### src/sv/tps_pkg.sv
`timescale 1ns / 1ps

package tps_pkg;

  // Field widths of the pixel and result items.
  localparam int POS_W   = 10;
  localparam int CH_W    = 8;
  localparam int IDX_W   = 20;
  localparam int COLOR_W = 16;

  // Register widths.
  localparam int WIT_W   = 8;
  localparam int CFG_IDX_W  = 1;
  localparam int CFG_DATA_W = 8;

  // Tile geometry: 8x8 pixels, 64 words per tile.
  localparam int TILE_SHIFT = 3;
  localparam int MORTON_W   = 2 * TILE_SHIFT;
  localparam int TILE_W     = IDX_W - MORTON_W;

  // Default coordinate range.
  localparam int MAX_DIM_DEFAULT = 1024;

  // Register indexes on the configuration port.
  localparam logic [CFG_IDX_W-1:0] CFG_WIDTH_IN_TILES = 1'd0;
  localparam logic [CFG_IDX_W-1:0] CFG_PIXEL_FORMAT   = 1'd1;

  // Pixel format codes.
  localparam logic FMT_RGB565   = 1'b0;
  localparam logic FMT_RGBA4444 = 1'b1;

  // Reset values of the registers.
  localparam logic [WIT_W-1:0] WIT_RESET = 8'd1;
  localparam logic             FMT_RESET = FMT_RGB565;

  // One input pixel; pos_x sits in the lowest bits.
  typedef struct packed {
    logic [CH_W-1:0]  alpha;
    logic [CH_W-1:0]  blue;
    logic [CH_W-1:0]  green;
    logic [CH_W-1:0]  red;
    logic [POS_W-1:0] pos_y;
    logic [POS_W-1:0] pos_x;
  } pix_t;

  // Configuration seen by the datapath.
  typedef struct packed {
    logic [WIT_W-1:0] width_in_tiles;
    logic             pixel_format;
  } cfg_t;

  localparam int PIX_W       = $bits(pix_t);
  localparam int IN_TDATA_W  = ((PIX_W + 7) / 8) * 8;
  localparam int OUT_W       = IDX_W + COLOR_W;
  localparam int OUT_TDATA_W = ((OUT_W + 7) / 8) * 8;

endpackage

### src/sv/tiled_pixel_swizzle_pack.sv
`timescale 1ns / 1ps

// Channel   Direction  Width  Contents
// s_axis    in         56     pixel: pos_x, pos_y, red, green, blue, alpha
// m_axis    out        40     result: word_index, packed_color
// cfg       in         1+8    register writes: width_in_tiles, pixel_format
//
// One pixel per cycle while the result is not stalled; a pixel's result passes
// through the input register, then the result register, before it can leave.
// The address multiply and the three alpha multiplies sit in the one
// combinational stage between those two registers.
// Reset clears the valid flags and sets width_in_tiles to 1 and RGB565 mode.
// A stalled result holds; the input register still takes a pixel while empty.

module tiled_pixel_swizzle_pack
  import tps_pkg::*;
#(
  parameter int MAX_DIM = MAX_DIM_DEFAULT
) (
  input  logic                   clk_i,
  input  logic                   rst_ni,
  // Fields from bit 0 up: pos_x[9:0], pos_y[19:10], red[27:20], green[35:28],
  // blue[43:36], alpha[51:44], zero fill.
  input  logic [IN_TDATA_W-1:0]  s_axis_tdata_i,
  input  logic                   s_axis_tvalid_i,
  output logic                   s_axis_tready_o,
  // Fields from bit 0 up: word_index[19:0], packed_color[35:20], zero fill.
  output logic [OUT_TDATA_W-1:0] m_axis_tdata_o,
  output logic                   m_axis_tvalid_o,
  input  logic                   m_axis_tready_i,
  input  logic                   cfg_we_i,
  input  logic [CFG_IDX_W-1:0]   cfg_index_i,
  input  logic [CFG_DATA_W-1:0]  cfg_data_i
);

  cfg_t cfg_q;

  pix_t pix_q;
  logic in_valid_q;

  logic [IDX_W-1:0]   index_d, index_q;
  logic [COLOR_W-1:0] color_d, color_q;
  logic               out_valid_q;

  logic out_load;
  logic in_load;

  // Register writes.
  always_ff @(posedge clk_i or negedge rst_ni) begin
    if (!rst_ni) begin
      cfg_q.width_in_tiles <= WIT_RESET;
      cfg_q.pixel_format   <= FMT_RESET;
    end else if (cfg_we_i) begin
      unique case (cfg_index_i)
        CFG_WIDTH_IN_TILES: cfg_q.width_in_tiles <= cfg_data_i[WIT_W-1:0];
        CFG_PIXEL_FORMAT:   cfg_q.pixel_format   <= cfg_data_i[0];
        default: ;
      endcase
    end
  end

  // Handshake: the result register loads when empty or being drained.
  assign out_load        = !out_valid_q || m_axis_tready_i;
  assign in_load         = !in_valid_q || out_load;
  assign s_axis_tready_o = in_load;

  // Input register.
  always_ff @(posedge clk_i or negedge rst_ni) begin
    if (!rst_ni) begin
      in_valid_q <= 1'b0;
    end else if (in_load) begin
      in_valid_q <= s_axis_tvalid_i;
    end
  end

  always_ff @(posedge clk_i) begin
    if (in_load && s_axis_tvalid_i) begin
      pix_q <= s_axis_tdata_i[PIX_W-1:0];
    end
  end

  // Address and color logic.
  tps_addr #(
    .MAX_DIM(MAX_DIM)
  ) u_addr (
    .pos_x_i         (pix_q.pos_x),
    .pos_y_i         (pix_q.pos_y),
    .width_in_tiles_i(cfg_q.width_in_tiles),
    .word_index_o    (index_d)
  );

  tps_color u_color (
    .red_i         (pix_q.red),
    .green_i       (pix_q.green),
    .blue_i        (pix_q.blue),
    .alpha_i       (pix_q.alpha),
    .pixel_format_i(cfg_q.pixel_format),
    .packed_color_o(color_d)
  );

  // Result register.
  always_ff @(posedge clk_i or negedge rst_ni) begin
    if (!rst_ni) begin
      out_valid_q <= 1'b0;
    end else if (out_load) begin
      out_valid_q <= in_valid_q;
    end
  end

  always_ff @(posedge clk_i) begin
    if (out_load && in_valid_q) begin
      index_q <= index_d;
      color_q <= color_d;
    end
  end

  assign m_axis_tvalid_o = out_valid_q;
  assign m_axis_tdata_o  = {(OUT_TDATA_W - OUT_W)'(0), color_q, index_q};

  // A pixel in the input register moves on whenever the result side is free.
  a_in_to_out: assert property (@(posedge clk_i) disable iff (!rst_ni)
    (in_valid_q && out_load) |=> out_valid_q)
    else $error("pixel in input register was not moved to result register");

  // A pixel held behind a stalled result is not dropped.
  a_in_held: assert property (@(posedge clk_i) disable iff (!rst_ni)
    (in_valid_q && out_valid_q && !m_axis_tready_i) |=> in_valid_q)
    else $error("pixel lost while result was stalled");

  // The input side refuses a transfer only when both registers are full and stalled.
  a_ready_rule: assert property (@(posedge clk_i) disable iff (!rst_ni)
    !s_axis_tready_o |-> (in_valid_q && out_valid_q && !m_axis_tready_i))
    else $error("input refused a transfer with room available");

endmodule

### src/sv/tps_addr.sv
`timescale 1ns / 1ps

module tps_addr
  import tps_pkg::*;
#(
  parameter int MAX_DIM = MAX_DIM_DEFAULT
) (
  input  logic [POS_W-1:0] pos_x_i,
  input  logic [POS_W-1:0] pos_y_i,
  input  logic [WIT_W-1:0] width_in_tiles_i,
  output logic [IDX_W-1:0] word_index_o
);

  // Coordinates wrap at MAX_DIM, which must be a power of two; the block does not check it.
  localparam logic [POS_W-1:0] COORD_MASK = POS_W'(MAX_DIM - 1);
  localparam int TC_W   = POS_W - TILE_SHIFT;
  localparam int PROD_W = TC_W + WIT_W;

  logic [POS_W-1:0]    x, y;
  logic [TC_W-1:0]     tile_x, tile_y;
  logic [PROD_W-1:0]   row_base;
  logic [TILE_W-1:0]   tile_num;
  logic [MORTON_W-1:0] morton;

  assign x = pos_x_i & COORD_MASK;
  assign y = pos_y_i & COORD_MASK;

  // Row-major tile number; bits above the index width drop out.
  assign tile_x   = x[POS_W-1:TILE_SHIFT];
  assign tile_y   = y[POS_W-1:TILE_SHIFT];
  assign row_base = PROD_W'(tile_y) * PROD_W'(width_in_tiles_i);
  assign tile_num = row_base[TILE_W-1:0] + TILE_W'(tile_x);

  // Z-order inside the tile, x in the even bit positions.
  assign morton = {y[2], x[2], y[1], x[1], y[0], x[0]};

  assign word_index_o = {tile_num, morton};

endmodule

### src/sv/tps_color.sv
`timescale 1ns / 1ps

module tps_color
  import tps_pkg::*;
(
  input  logic [CH_W-1:0]    red_i,
  input  logic [CH_W-1:0]    green_i,
  input  logic [CH_W-1:0]    blue_i,
  input  logic [CH_W-1:0]    alpha_i,
  input  logic               pixel_format_i,
  output logic [COLOR_W-1:0] packed_color_o
);

  localparam int P_W = 2 * CH_W;

  // Exact floor(c*a/255): for any product of two 8-bit values,
  // (p + 1 + (p >> 8)) >> 8 equals p / 255.
  function automatic logic [CH_W-1:0] premul(input logic [CH_W-1:0] c,
                                             input logic [CH_W-1:0] a);
    logic [P_W-1:0] p;
    logic [P_W:0]   s;
    p = P_W'(c) * P_W'(a);
    s = (P_W+1)'(p) + (P_W+1)'(1) + (P_W+1)'(p >> CH_W);
    return s[P_W-1:CH_W];
  endfunction

  logic [CH_W-1:0] pr, pg, pb;

  assign pr = premul(red_i, alpha_i);
  assign pg = premul(green_i, alpha_i);
  assign pb = premul(blue_i, alpha_i);

  // Pack the color in the selected layout.
  always_comb begin
    case (pixel_format_i)
      FMT_RGB565:   packed_color_o = {pr[7:3], pg[7:2], pb[7:3]};
      FMT_RGBA4444: packed_color_o = {red_i[7:4], green_i[7:4], blue_i[7:4], alpha_i[7:4]};
      default:      packed_color_o = '0;
    endcase
  end

endmodule
### config.mk
export PLATFORM = sky130hd
export DESIGN_NAME = tiled_pixel_swizzle_pack
export DESIGN_NICKNAME = d
export VERILOG_FILES = /design/src/sv/tps_pkg.sv /design/src/sv/tiled_pixel_swizzle_pack.sv /design/src/sv/tps_addr.sv /design/src/sv/tps_color.sv
export SDC_FILE = /design/constraint.sdc
export NUM_CORES = 1
export LEC_CHECK = 0
export BUFFER_PORTS_ARGS = -buffer_cell sky130_fd_sc_hd__buf_2
export CORE_MARGIN = 1.5
export CORE_UTILIZATION = 55
export CTS_CLUSTER_SIZE = 20
export DETAILED_ROUTE_END_ITERATION = 12
export PLACE_DENSITY = 0.81
export SLEW_MARGIN = 10
export SYNTH_ARGS = -nofsm -noshare
export SYNTH_HDL_FRONTEND = slang
export SYNTH_SLANG_ARGS = --single-unit
### constraint.sdc
create_clock -name clk_i -period 6.5 [get_ports clk_i]
set_input_delay 1.3 -clock clk_i [delete_from_list [all_inputs] [get_ports clk_i]]
set_output_delay 1.3 -clock clk_i [all_outputs]
set_load 0.05 [all_outputs]
==> run metrics, run 1 <==
status=completed; max-cap violations=0; crit path cell chain=buf_4 > buf_12 > and2_1 > fa_1 > fa_1 > fa_1 > inv_1 > fa_1 > inv_1 > ha_1 > or4_1 > o21ai_2 > a31oi_2 > a221oi_2 > and2_4 > inv_1 > ha_1 > or2_2 > a211oi_1 > o21a_1 > or2_1 > nor3_1 > o31a_1; Final Slew Violations=0; worst reg-to-reg setup slack=0.18 ns; mapped cell area=12900 sq um; clock tree from TritonCTS=built; clock power share=9.0%; data arrival time of the critical path=6.45 ns; Final WS setup=0.177 ns; area delta synth->final=13.0%; endpoint type of the worst setup path=flip-flop; number of clock buffers inserted by TritonCTS=9; non-filler cells in the finished layout=1760; dominant combinational cell family by area after synthesis=adder cells; Placement Setup Slack=0.0867 ns; Pre-Repair DR Iteration Count=5; commonest cells after routing, fill and taps aside=sky130_fd_sc_hd__inv_1, sky130_fd_sc_hd__and2_1, sky130_fd_sc_hd__ha_1; required time of the critical path=6.62 ns; count of unresolved DRC violations after routing=0; number of flops mapped to enable cells by yosys=88; clock slew seen by the registers of the worst setup and hold paths=0.08 ns; Total Die Area=24400 sq um; number of nets at the end of the flow=1817; library cell contributing the largest single delay on the critical path=sky130_fd_sc_hd__or4_1; FF+latch count, synth=99; DIE HEIGHT=156 um; worst-path maximum fanout=9; Fin Clk Skew=0.0180 ns; via count of the first global-routing pass=10200; clock sinks=99; ratio of cells with drive above 1 in the final layout=16.1%; final count of negative-setup-slack endpoints=0; slew at the pin closest to its max-slew limit=0.977 ns; HPWL after detailed placement=22200 um; pin count of the biggest net entering global routing=53; cell count after placement=1726; part of the total power dissipated in sequential elements=14.5%; type of the tightest min-delay check=flip-flop to flip-flop; Min Clock Period, post-route=6.32 ns; weighted congestion at the end of routability-driven global placement=0.870; I/O pin count=112; first-pass GRT wire length=47700 um; Port Buffer Count=103; leading register cell type out of synthesis=sky130_fd_sc_hd__edfxtp_1; maximum vdd ir drop=250 uV; share of the synthesized netlist area taken by xor and xnor gates=3.54%; mux cell area share after synthesis=1.05%; Bufs on Longest Clock Path=2; number of antenna violations at the first check in global routing=2; count of standard-cell rows=55; post-synthesis sequential area ratio=22.6%; share of total power consumed by net switching=49.2%; die width=156 um; number of filler instances in the final layout=1803; share of the clock period used by the worst path after layout=97.3%; GRT Total Usage=24.6%; Synth Area in Simple Gates=17.6%; synthesized netlist cell count=1297; Comb pwr share=76.5%; share of synthesized cell area in full adder, half adder and majority cells=37.9%; worst skew pair latency=0.37 ns; drt total wl=28600 um; starting density of the core=56.5%; PwrDens=461 nW/um^2; compound-gate portion of the synthesized area=9.74%; Core Box Area=22800 sq um; Yosys warnings=0; most common cell after layout, fill and taps aside=sky130_fd_sc_hd__inv_1; post-synthesis average cell area=9.96 sq um; static leakage=7.04 nW; nature of the critical path startpoint=flip-flop; power dissipated by switching net loads=0.00331 W; H-tree levels=3; Max-slew headroom=34.9%; DRT antenna net count=0; Synth async-reset ratio=11.1%; Worst path max stage delay=0.55 ns; via count of the routed design=9778; global route overflow=0; achievable frequency=0.158 GHz; count of cell types in the netlist=80; setup repair after global routing missed its margin=yes; Via-to-Cell Ratio=5.56; number of violations reported at the end of detailed-routing iteration 0=552; Clock Root Buffer=sky130_fd_sc_hd__clkbuf_16; most prevalent standard cell on the critical path=sky130_fd_sc_hd__fa_1; Power Internal=0.00342 W; category of the critical setup timing path=flip-flop to flip-flop; average wire length per cell after detail routing=16.2 um; hold violation total from the final report=0
## timing repair
| item | CTS | global route |
|---|---|---|
| hold buffers | 0 | 0 |
| hold endpoints to repair | 0 | 0 |
| setup buffers | 0 | 17 |
| setup endpoints to repair | 0 | 14 |
| resized for setup | 0 | 25 |
## final cells by class
class                           count  area (sq um)  area share [%]
Clock inverter                      7           103           0.703
Tap cell                          313           392            2.68
Antenna cell                        1          2.50          0.0171
Sequential cell                    99          2920            20.0
Timing Repair Buffer              161           988            6.77
Clock buffer                        9           225            1.54
Multi-Input combinational cell    953          9150            62.7
Inverter                          217           815            5.58
## synthesized netlist by cell type (all sizes together), types with 5 or more instances
master	count	area [sq um]
inv	217	815
o21a	10	75.1
o21ai	27	135
mux2	12	135
nor2	36	135
clkbuf	24	92.6
or2	6	37.5
and2	196	1230
a211oi	15	118
nand2b	13	81.3
o31a	6	53.8
ha	163	2040
a211o	6	52.6
nor2b	9	56.3
and3	6	37.5
dfrtp	10	250
nor3	20	100
nand3	19	95.1
nand2	87	327
buf	7	57.6
a311oi	5	50.0
edfxtp	88	2640
a21oi	32	160
a21o	12	90.1
xnor2	44	385
fa	143	2860
## sequential cells by signal (all words and copies together) (netlist names)
signal	flops
pix_q	52
index_q	20
color_q	16
cfg_q	9
in_valid_q	1
m_axis_tvalid_o	1
## worst max-delay path: cells and delay by family (launching register included)
kind | cells | cell delay [ns]
compound gates | 6 | 1.27
fa+ha+maj | 6 | 2.44
buf+inv | 5 | 0.52
flops | 1 | 0.48
simple gates | 6 | 1.40
## kinds of logic after synthesis
| group | after synthesis |
|---|---|
| compound gates | 169 |
| mux | 12 |
| flops | 99 |
| fa+ha+maj | 306 |
| xor+xnor | 49 |
| other cells | 1 |
| buf+inv | 248 |
| simple gates | 413 |
## final timing paths
check	end	from	cells past startpoint
max	color_q[3]$_DFFE_PP_	pix_q[49]$_DFFE_PP_	23
min	index_q[0]$_DFFE_PP_	pix_q[0]$_DFFE_PP_	0
max reg2reg	color_q[3]$_DFFE_PP_	pix_q[49]$_DFFE_PP_	23
min reg2reg	index_q[0]$_DFFE_PP_	pix_q[0]$_DFFE_PP_	0
max in group asynchronous	cfg_q[1]$_DFFE_PN1P_	rst_ni	1
min in group asynchronous	cfg_q[7]$_DFFE_PN0P_	rst_ni	1
## per-stage QoR
| stage | instance area, sq um | TNS [ns] | hold slack [ns] | utilization, % | power, W |
|---|---|---|---|---|---|
| 2_1_floorplan | 12900 | 0 | 0.400 | - | 0.00471 |
| 3_3_place_gp | 14000 | 0 | 0.404 | 61.4 | 0.00565 |
| 3_5_place_dp | 14000 | 0 | 0.409 | 61.4 | 0.00585 |
| 4_1_cts | 14400 | 0 | 0.428 | 62.9 | 0.00650 |
| 5_1_grt | 14600 | -0.387 | 0.434 | 63.9 | 0.00739 |
| 6_report | 14600 | 0 | 0.427 | 63.9 | 0.00673 |
## per-layer routing
metal / GRT usage (%) / part of all wire [%] / wire length [um]
met1: 30.8 / 42 / 12100
met2: 43.2 / 49 / 14100
met3: 3.90 / 5.6 / 1610
met4: 8.48 / 2.8 / 803
met5: 0 / 0.056 / 16
## power groups by stage
stage	Combinational (W)	Clock [W]	Sequential, W
floorplan	0.00349	0	0.00122
global placement	0.00467	0	0.000988
detailed placement	0.00486	0	0.000989
CTS	0.00491	0.000612	0.000976
global route	0.00577	0.000632	0.000990
finish	0.00515	0.000608	0.000974
(Power assumes the default switching activity.)
==> inputs of run 2 (changes only) <==
- PLACE_DENSITY: 0.81 -> 0.78
- clock period: 6.5 -> 6.1 ns (I/O delays scaled with it)
==> run metrics, run 2 (synthesis results as in run 1) <==
Final WS setup=-0.0303 ns (-0.207 ns); number of violations reported at the end of detailed-routing iteration 0=551 (-0.18%); count of unresolved DRC violations after routing=0 (unchanged); maximum vdd ir drop=293 uV (+17%); max-cap violations=0 (unchanged); slew at the pin closest to its max-slew limit=1.06 ns (+0.0831 ns); starting density of the core=56.5% (unchanged); via count of the first global-routing pass=10100 (-0.78%); most common cell after layout, fill and taps aside=sky130_fd_sc_hd__inv_1; endpoint type of the worst setup path=flip-flop; HPWL after detailed placement=22600 um (+1.8%); Max-slew headroom=29.3% (-5.5 points); r2r startpoint=pix_q[48]$_DFFE_PP_; first-pass GRT wire length=47900 um (+0.35%); pin count of the biggest net entering global routing=37 (-30%); worst skew pair latency=0.37 ns (about the same); number of filler instances in the final layout=1763 (-2.2%); Final Slew Violations=0 (unchanged); count of standard-cell rows=55 (unchanged); Clock Root Buffer=sky130_fd_sc_hd__clkbuf_16; required time of the critical path=6.30 ns (-0.32 ns); worst-path maximum fanout=6 (-3); worst reg-to-reg setup slack=-0.03 ns (-0.21 ns); Worst Hold Margin=0.425 ns (-0.00156 ns); I/O pin count=112 (unchanged); number of antenna violations at the first check in global routing=2 (unchanged); violated checks=negative setup slack; average wire length per cell after detail routing=16.5 um (+1.4%); non-filler cells in the finished layout=1818 (+3.3%); number of nets at the end of the flow=1875 (+3.2%); via count of the routed design=9919 (+1.4%); final count of negative-setup-slack endpoints=2 (+2); clock tree from TritonCTS=built; cell count after placement=1777 (+3.0%); data arrival time of the critical path=6.33 ns (-0.12 ns); number of clock buffers inserted by TritonCTS=9 (unchanged); Pre-Repair DR Iteration Count=5 (unchanged); Bufs on Longest Clock Path=2 (unchanged); Pwr Total=0.00814 W (+21%); Total Die Area=24400 sq um (unchanged); Min Clock Period, post-route=6.13 ns (-0.193 ns); nature of the critical path startpoint=flip-flop; clock sinks=99 (unchanged); commonest cells after routing, fill and taps aside=sky130_fd_sc_hd__inv_1, sky130_fd_sc_hd__and2_1, sky130_fd_sc_hd__ha_1; Placement Setup Slack=-0.183 ns (-0.270 ns); Worst Setup SP=pix_q[48]$_DFFE_PP_; registers with the highest flip-flop counts=pix_q (52), index_q (20), color_q (16); global route overflow=0 (unchanged); GRT Total Usage=24.6% (+0.056 points); share of the clock period used by the worst path after layout=100% (+3.2 points); category of the critical setup timing path=flip-flop to flip-flop; drt total wl=29900 um (+4.7%); hold violation total from the final report=0 (unchanged); setup repair after global routing missed its margin=yes; static leakage=7.37 nW (+4.6%); type of the tightest min-delay check=flip-flop to flip-flop; area delta synth->final=19.1%; die width=156 um (unchanged); Reg with most FFs=pix_q; area post-placement=14400 sq um (+2.6%); ratio of cells with drive above 1 in the final layout=23.3% (+7.2 points); max reg flops=52 (unchanged); DIE HEIGHT=156 um (unchanged); final instance area=15400 sq um (+5.4%); Port Buffer Count=103 (unchanged); weighted congestion at the end of routability-driven global placement=0.901 (+3.6%); PwrDens=529 nW/um^2 (+15%); Core Box Area=22800 sq um (unchanged); H-tree levels=3 (unchanged); clock slew seen by the registers of the worst setup and hold paths=0.08 ns (about the same); DRT antenna net count=0 (unchanged); status=finished with violations; Fin Clk Skew=0.0159 ns (-0.00214 ns); achievable frequency=0.163 GHz (+3.1%); startpoint of the lowest-slack hold path=pix_q[11]$_DFFE_PP_; Via-to-Cell Ratio=5.46 (-1.8%)
run 2: changes by cell type in the layout (fill, tap and decap cells not counted), moves of 4 or more:
cell                       change
sky130_fd_sc_hd__a211oi_1      -5
sky130_fd_sc_hd__a211oi_2      +5
sky130_fd_sc_hd__a21oi_1       -7
sky130_fd_sc_hd__a21oi_2       +7
sky130_fd_sc_hd__buf_4        +51
sky130_fd_sc_hd__buf_6         +8
sky130_fd_sc_hd__ha_1          -6
sky130_fd_sc_hd__ha_4          +5
sky130_fd_sc_hd__inv_1         -4
sky130_fd_sc_hd__inv_2         +4
sky130_fd_sc_hd__nor3_1        -5
sky130_fd_sc_hd__nor3_2        +5
sky130_fd_sc_hd__o21ai_0       -6
run 2: area by class of cell:
cell class | instances | area (sq um) | share of cell area, %
Multi-Input combinational cell | 953 | 9520 | 61.9
Sequential cell | 99 | 2920 | 19.0
Clock buffer | 10 | 239 | 1.55
Inverter | 217 | 815 | 5.29
Timing Repair Buffer | 219 | 1440 | 9.37
Antenna cell | 1 | 2.50 | 0.0163
Clock inverter | 6 | 62.6 | 0.407
Tap cell | 313 | 392 | 2.54
run 2: path summary, 6_finish.rpt:
check | to | cells past startpoint
setup / recovery | color_q[15]$_DFFE_PP_ | 22
max in group asynchronous | cfg_q[1]$_DFFE_PN1P_ | 1
hold / removal | index_q[3]$_DFFE_PP_ | 0
min in group asynchronous | cfg_q[8]$_DFFE_PN0P_ | 1
setup reg to reg | color_q[15]$_DFFE_PP_ | 22
hold reg to reg | index_q[3]$_DFFE_PP_ | 0
run 2: metrics by stage:
stage	setup TNS (ns)	util, %
6_report	-0.0396	67.4
5_1_grt	-0.990	67.3
4_1_cts	-0.0137	64.8
3_5_place_dp	-0.841	63.1
3_3_place_gp	-0.00947	63.1
2_1_floorplan	0	-
run 2: worst max-delay path, stage by stage (launching register included):
cell and delay [ns]:
sky130_fd_sc_hd__edfxtp_1 0.53, sky130_fd_sc_hd__buf_6 0.20, sky130_fd_sc_hd__and2_1 0.16, sky130_fd_sc_hd__fa_1 0.49, sky130_fd_sc_hd__fa_1 0.44, sky130_fd_sc_hd__fa_1 0.50, sky130_fd_sc_hd__inv_1 0.05, sky130_fd_sc_hd__fa_1 0.48
sky130_fd_sc_hd__inv_1 0.04, sky130_fd_sc_hd__ha_1 0.28, sky130_fd_sc_hd__o21a_1 0.22, sky130_fd_sc_hd__o31a_4 0.13, sky130_fd_sc_hd__a211oi_2 0.31, sky130_fd_sc_hd__nor2_2 0.07, sky130_fd_sc_hd__ha_1 0.34, sky130_fd_sc_hd__a21o_1 0.16
sky130_fd_sc_hd__a21oi_2 0.07, sky130_fd_sc_hd__buf_4 0.14, sky130_fd_sc_hd__a221oi_4 0.29, sky130_fd_sc_hd__o211ai_2 0.16, sky130_fd_sc_hd__a21o_1 0.21, sky130_fd_sc_hd__or4_4 0.50, sky130_fd_sc_hd__a31oi_4 0.20
run 2: where the power goes:
part / switching [W] / internal [W] / leakage, nW
Combinational: 0.00353 / 0.00297 / 6.25
Clock: 0.000301 / 0.000300 / 0.149
Sequential: 0.0000856 / 0.000949 / 0.972
run 2: routing by layer:
layer / up-vias / wire [um] / track usage (%)
li1: 4702 / - / -
met4: 2 / 559 / 6.89
met5: - / 11 / 0
met1: 4890 / 12800 / 31.9
met3: 53 / 1520 / 3.68
met2: 272 / 15000 / 43.0
run 2: timing repair:
| action | 4_1_cts | 5_1_grt |
|---|---|---|
| hold buffers | 0 | 0 |
| setup buffers | 7 | 17 |
| resized for setup | 10 | 101 |
| pin swaps | 6 | 71 |
| endpoints found under the setup margin | 11 | 16 |
==> inputs of run 3 (changes only) <==
- GPL_ROUTABILITY_DRIVEN: unset -> 0
- SYNTH_HIERARCHICAL: unset -> 1
==> run metrics, run 3 <==
Port Buffer Count=103 (unchanged); worst-path maximum fanout=4 (-2); FF+latch count, synth=99 (unchanged); hold violation total from the final report=0 (unchanged); Reg with most FFs=pix_q; nature of the critical path startpoint=flip-flop; count of standard-cell rows=55 (unchanged); post-synthesis cell type with the largest combined area=sky130_fd_sc_hd__fa_1; non-filler cells in the finished layout=1794 (-1.3%); data arrival time of the critical path=6.13 ns (-0.20 ns); startpoint of the lowest-slack hold path=pix_q[0]$_DFFE_PP_; required time of the critical path=6.19 ns (-0.11 ns); clock slew seen by the registers of the worst setup and hold paths=0.08 ns (about the same); commonest cells after routing, fill and taps aside=sky130_fd_sc_hd__inv_1, sky130_fd_sc_hd__and2_1, sky130_fd_sc_hd__ha_1; pin count of the biggest net entering global routing=53 (+43%); status=completed; worst reg-to-reg setup slack=0.07 ns (+0.10 ns); clock tree from TritonCTS=built; count of cell types in the netlist=78 (-2.5%); Worst Setup SP=pix_q[47]$_DFFE_PP_; Fin Clk Skew=0.0121 ns (-0.00376 ns); clock sinks=99 (unchanged); DRT antenna net count=0 (unchanged); final instance area=15400 sq um (+0.17%); Synth async-reset ratio=11.1% (unchanged); post-synthesis sequential area ratio=22.8% (+0.17 points); category of the critical setup timing path=flip-flop to flip-flop; count of unresolved DRC violations after routing=0 (unchanged); static leakage=7.47 nW (+1.3%); post-synthesis average cell area=10.1 sq um (+1.3%); via count of the first global-routing pass=10300 (+1.7%); die width=156 um (-0.36%); r2r startpoint=pix_q[47]$_DFFE_PP_; number of violations reported at the end of detailed-routing iteration 0=494 (-10%); mapped cell area=12800 sq um (-0.73%); drt total wl=29900 um (-0.11%); Via-to-Cell Ratio=5.40 (-0.94%); PwrDens=526 nW/um^2 (-0.52%); H-tree levels=3 (unchanged); number of flops mapped to enable cells by yosys=88 (unchanged); max-cap violations=0 (unchanged); leading register cell type out of synthesis=sky130_fd_sc_hd__edfxtp_1; number of nets at the end of the flow=1851 (-1.3%); area post-placement=14300 sq um (-0.53%); Final Slew Violations=0 (unchanged); HPWL after detailed placement=21900 um (-3.1%); I/O pin count=112 (unchanged); area delta synth->final=20.2%; starting density of the core=56.3% (-0.24 points); final count of negative-setup-slack endpoints=0 (-2); top cells by instance count after synthesis=sky130_fd_sc_hd__inv_1, sky130_fd_sc_hd__and2_1, sky130_fd_sc_hd__ha_1, sky130_fd_sc_hd__fa_1, sky130_fd_sc_hd__nand2_1; DIE HEIGHT=156 um (-0.36%); number of antenna violations at the first check in global routing=2 (unchanged); Yosys warnings=6 (+6); Min Clock Period, post-route=6.03 ns (-0.0974 ns); synthesized netlist cell count=1271 (-2.0%); type of the tightest min-delay check=flip-flop to flip-flop; Bufs on Longest Clock Path=2 (unchanged); top post-synthesis cells by area=sky130_fd_sc_hd__fa_1, sky130_fd_sc_hd__edfxtp_1, sky130_fd_sc_hd__ha_1; cell count after placement=1747 (-1.7%); fraction of synthesized cell area taken by the top area cell type=22.3% (+0.16 points); GRT Total Usage=24.9% (+0.24 points); average wire length per cell after detail routing=16.7 um (+1.2%); Core Box Area=22800 sq um (-0.30%); setup repair after global routing missed its margin=yes; ratio of cells with drive above 1 in the final layout=23.9% (+0.51 points); first-pass GRT wire length=47900 um (+0.10%); hold buffer count at cts=0 (unchanged); number of clock buffers inserted by TritonCTS=9 (unchanged); Pwr Total=0.00811 W (-0.35%); Max-slew headroom=20.4% (-8.9 points); maximum vdd ir drop=425 uV (+45%); endpoint type of the worst setup path=flip-flop; most common cell after layout, fill and taps aside=sky130_fd_sc_hd__inv_1; max reg flops=52 (unchanged); worst skew pair latency=0.37 ns (about the same); via count of the routed design=9696 (-2.2%); Pre-Repair DR Iteration Count=5 (unchanged); Clock Root Buffer=sky130_fd_sc_hd__clkbuf_16; registers with the highest flip-flop counts=pix_q (52), index_q (20), color_q (16); top-count cell post-synth=sky130_fd_sc_hd__inv_1; core utilization of the finished layout=67.7% (+0.32 points); slew at the pin closest to its max-slew limit=1.19 ns (+0.134 ns); achievable frequency=0.166 GHz (+1.6%); share of the clock period used by the worst path after layout=98.9% (-1.6 points); global route overflow=0 (unchanged); Total Die Area=24200 sq um (-0.72%)
[run 3: stage by stage]
step	setup slack (ns)	setup TNS (ns)	hold WS (ns)
6_report	0.0672	0	0.422
5_1_grt	-0.142	-1.31	0.430
4_1_cts	0.0168	0	0.422
3_5_place_dp	-0.303	-1.69	0.406
3_3_place_gp	-0.0623	-0.140	0.401
2_1_floorplan	0.00262	0	0.449
[run 3: kinds of logic (layout without fill, tap and decap cells)]
kind of cell,after synthesis,in the layout,synth area share [%]
AOI/OAI and AO/OA,165,165,9.03
and+or+nand+nor,372,372,16.2
xor gates and xnor gates,65,65,4.71
buffers and inverters,249,455,7.64
other,1,5,0.0292
adders and majority gates,306,306,38.2
DFF,99,99,22.8
muxes,14,14,1.42
[run 3: path summary, 6_finish.rpt]
kind | end | cells past startpoint
min | index_q[0]$_DFFE_PP_ | 0
max | color_q[10]$_DFFE_PP_ | 24
min reg2reg | index_q[0]$_DFFE_PP_ | 0
min in group asynchronous | cfg_q[6]$_DFFE_PN0P_ | 1
max in group asynchronous | cfg_q[1]$_DFFE_PN1P_ | 1
max reg2reg | color_q[10]$_DFFE_PP_ | 24
[run 3: cell type report]
class | count | area, sq um
antenna | 1 | 2.50
clock buffer | 9 | 225
clock inverter | 7 | 83.8
fill | 1654 | 7360
inverter | 214 | 803
multi-input combinational | 926 | 9440
sequential | 99 | 2920
tap | 313 | 392
timing repair buffer | 225 | 1550
[run 3: metal layers]
metal	GRT usage, %	wire, um
met1	31.4	12500
met3	3.25	1430
met2	43.6	15000
met4	9.61	906
met5	0	13
[run 3: timing repair]
item,4_1_cts,5_1_grt
gates resized for setup,31,74
setup buffers,6,22
setup endpoints to repair,13,16
pin swaps,17,54
cloned,0,2
[run 3: report_power, final]
group / switching [W] / leakage [nW] / internal, W
sequential: 0.0000799 / 0.973 / 0.000945
clock: 0.000302 / 0.154 / 0.000327
combinational: 0.00348 / 6.34 / 0.00298
[run 3: critical path, stage by stage (launching register included)]
cell                        delay (ns)
sky130_fd_sc_hd__edfxtp_1         0.43
sky130_fd_sc_hd__buf_6            0.17
sky130_fd_sc_hd__clkbuf_16        0.16
sky130_fd_sc_hd__and2_1           0.15
sky130_fd_sc_hd__fa_1             0.55
sky130_fd_sc_hd__fa_2             0.44
sky130_fd_sc_hd__fa_1             0.49
sky130_fd_sc_hd__inv_1            0.05
sky130_fd_sc_hd__fa_1             0.48
sky130_fd_sc_hd__inv_1            0.04
sky130_fd_sc_hd__ha_1             0.18
sky130_fd_sc_hd__a21o_1           0.20
sky130_fd_sc_hd__buf_4            0.13
sky130_fd_sc_hd__buf_4            0.13
sky130_fd_sc_hd__a21o_1           0.16
sky130_fd_sc_hd__a21oi_2          0.17
sky130_fd_sc_hd__xnor2_2          0.11
sky130_fd_sc_hd__ha_1             0.32
sky130_fd_sc_hd__o2111ai_2        0.13
sky130_fd_sc_hd__a21oi_2          0.17
sky130_fd_sc_hd__o31ai_2          0.08
sky130_fd_sc_hd__o31a_1           0.26
sky130_fd_sc_hd__or4b_4           0.54
sky130_fd_sc_hd__xor2_2           0.16
sky130_fd_sc_hd__o21ai_2          0.06
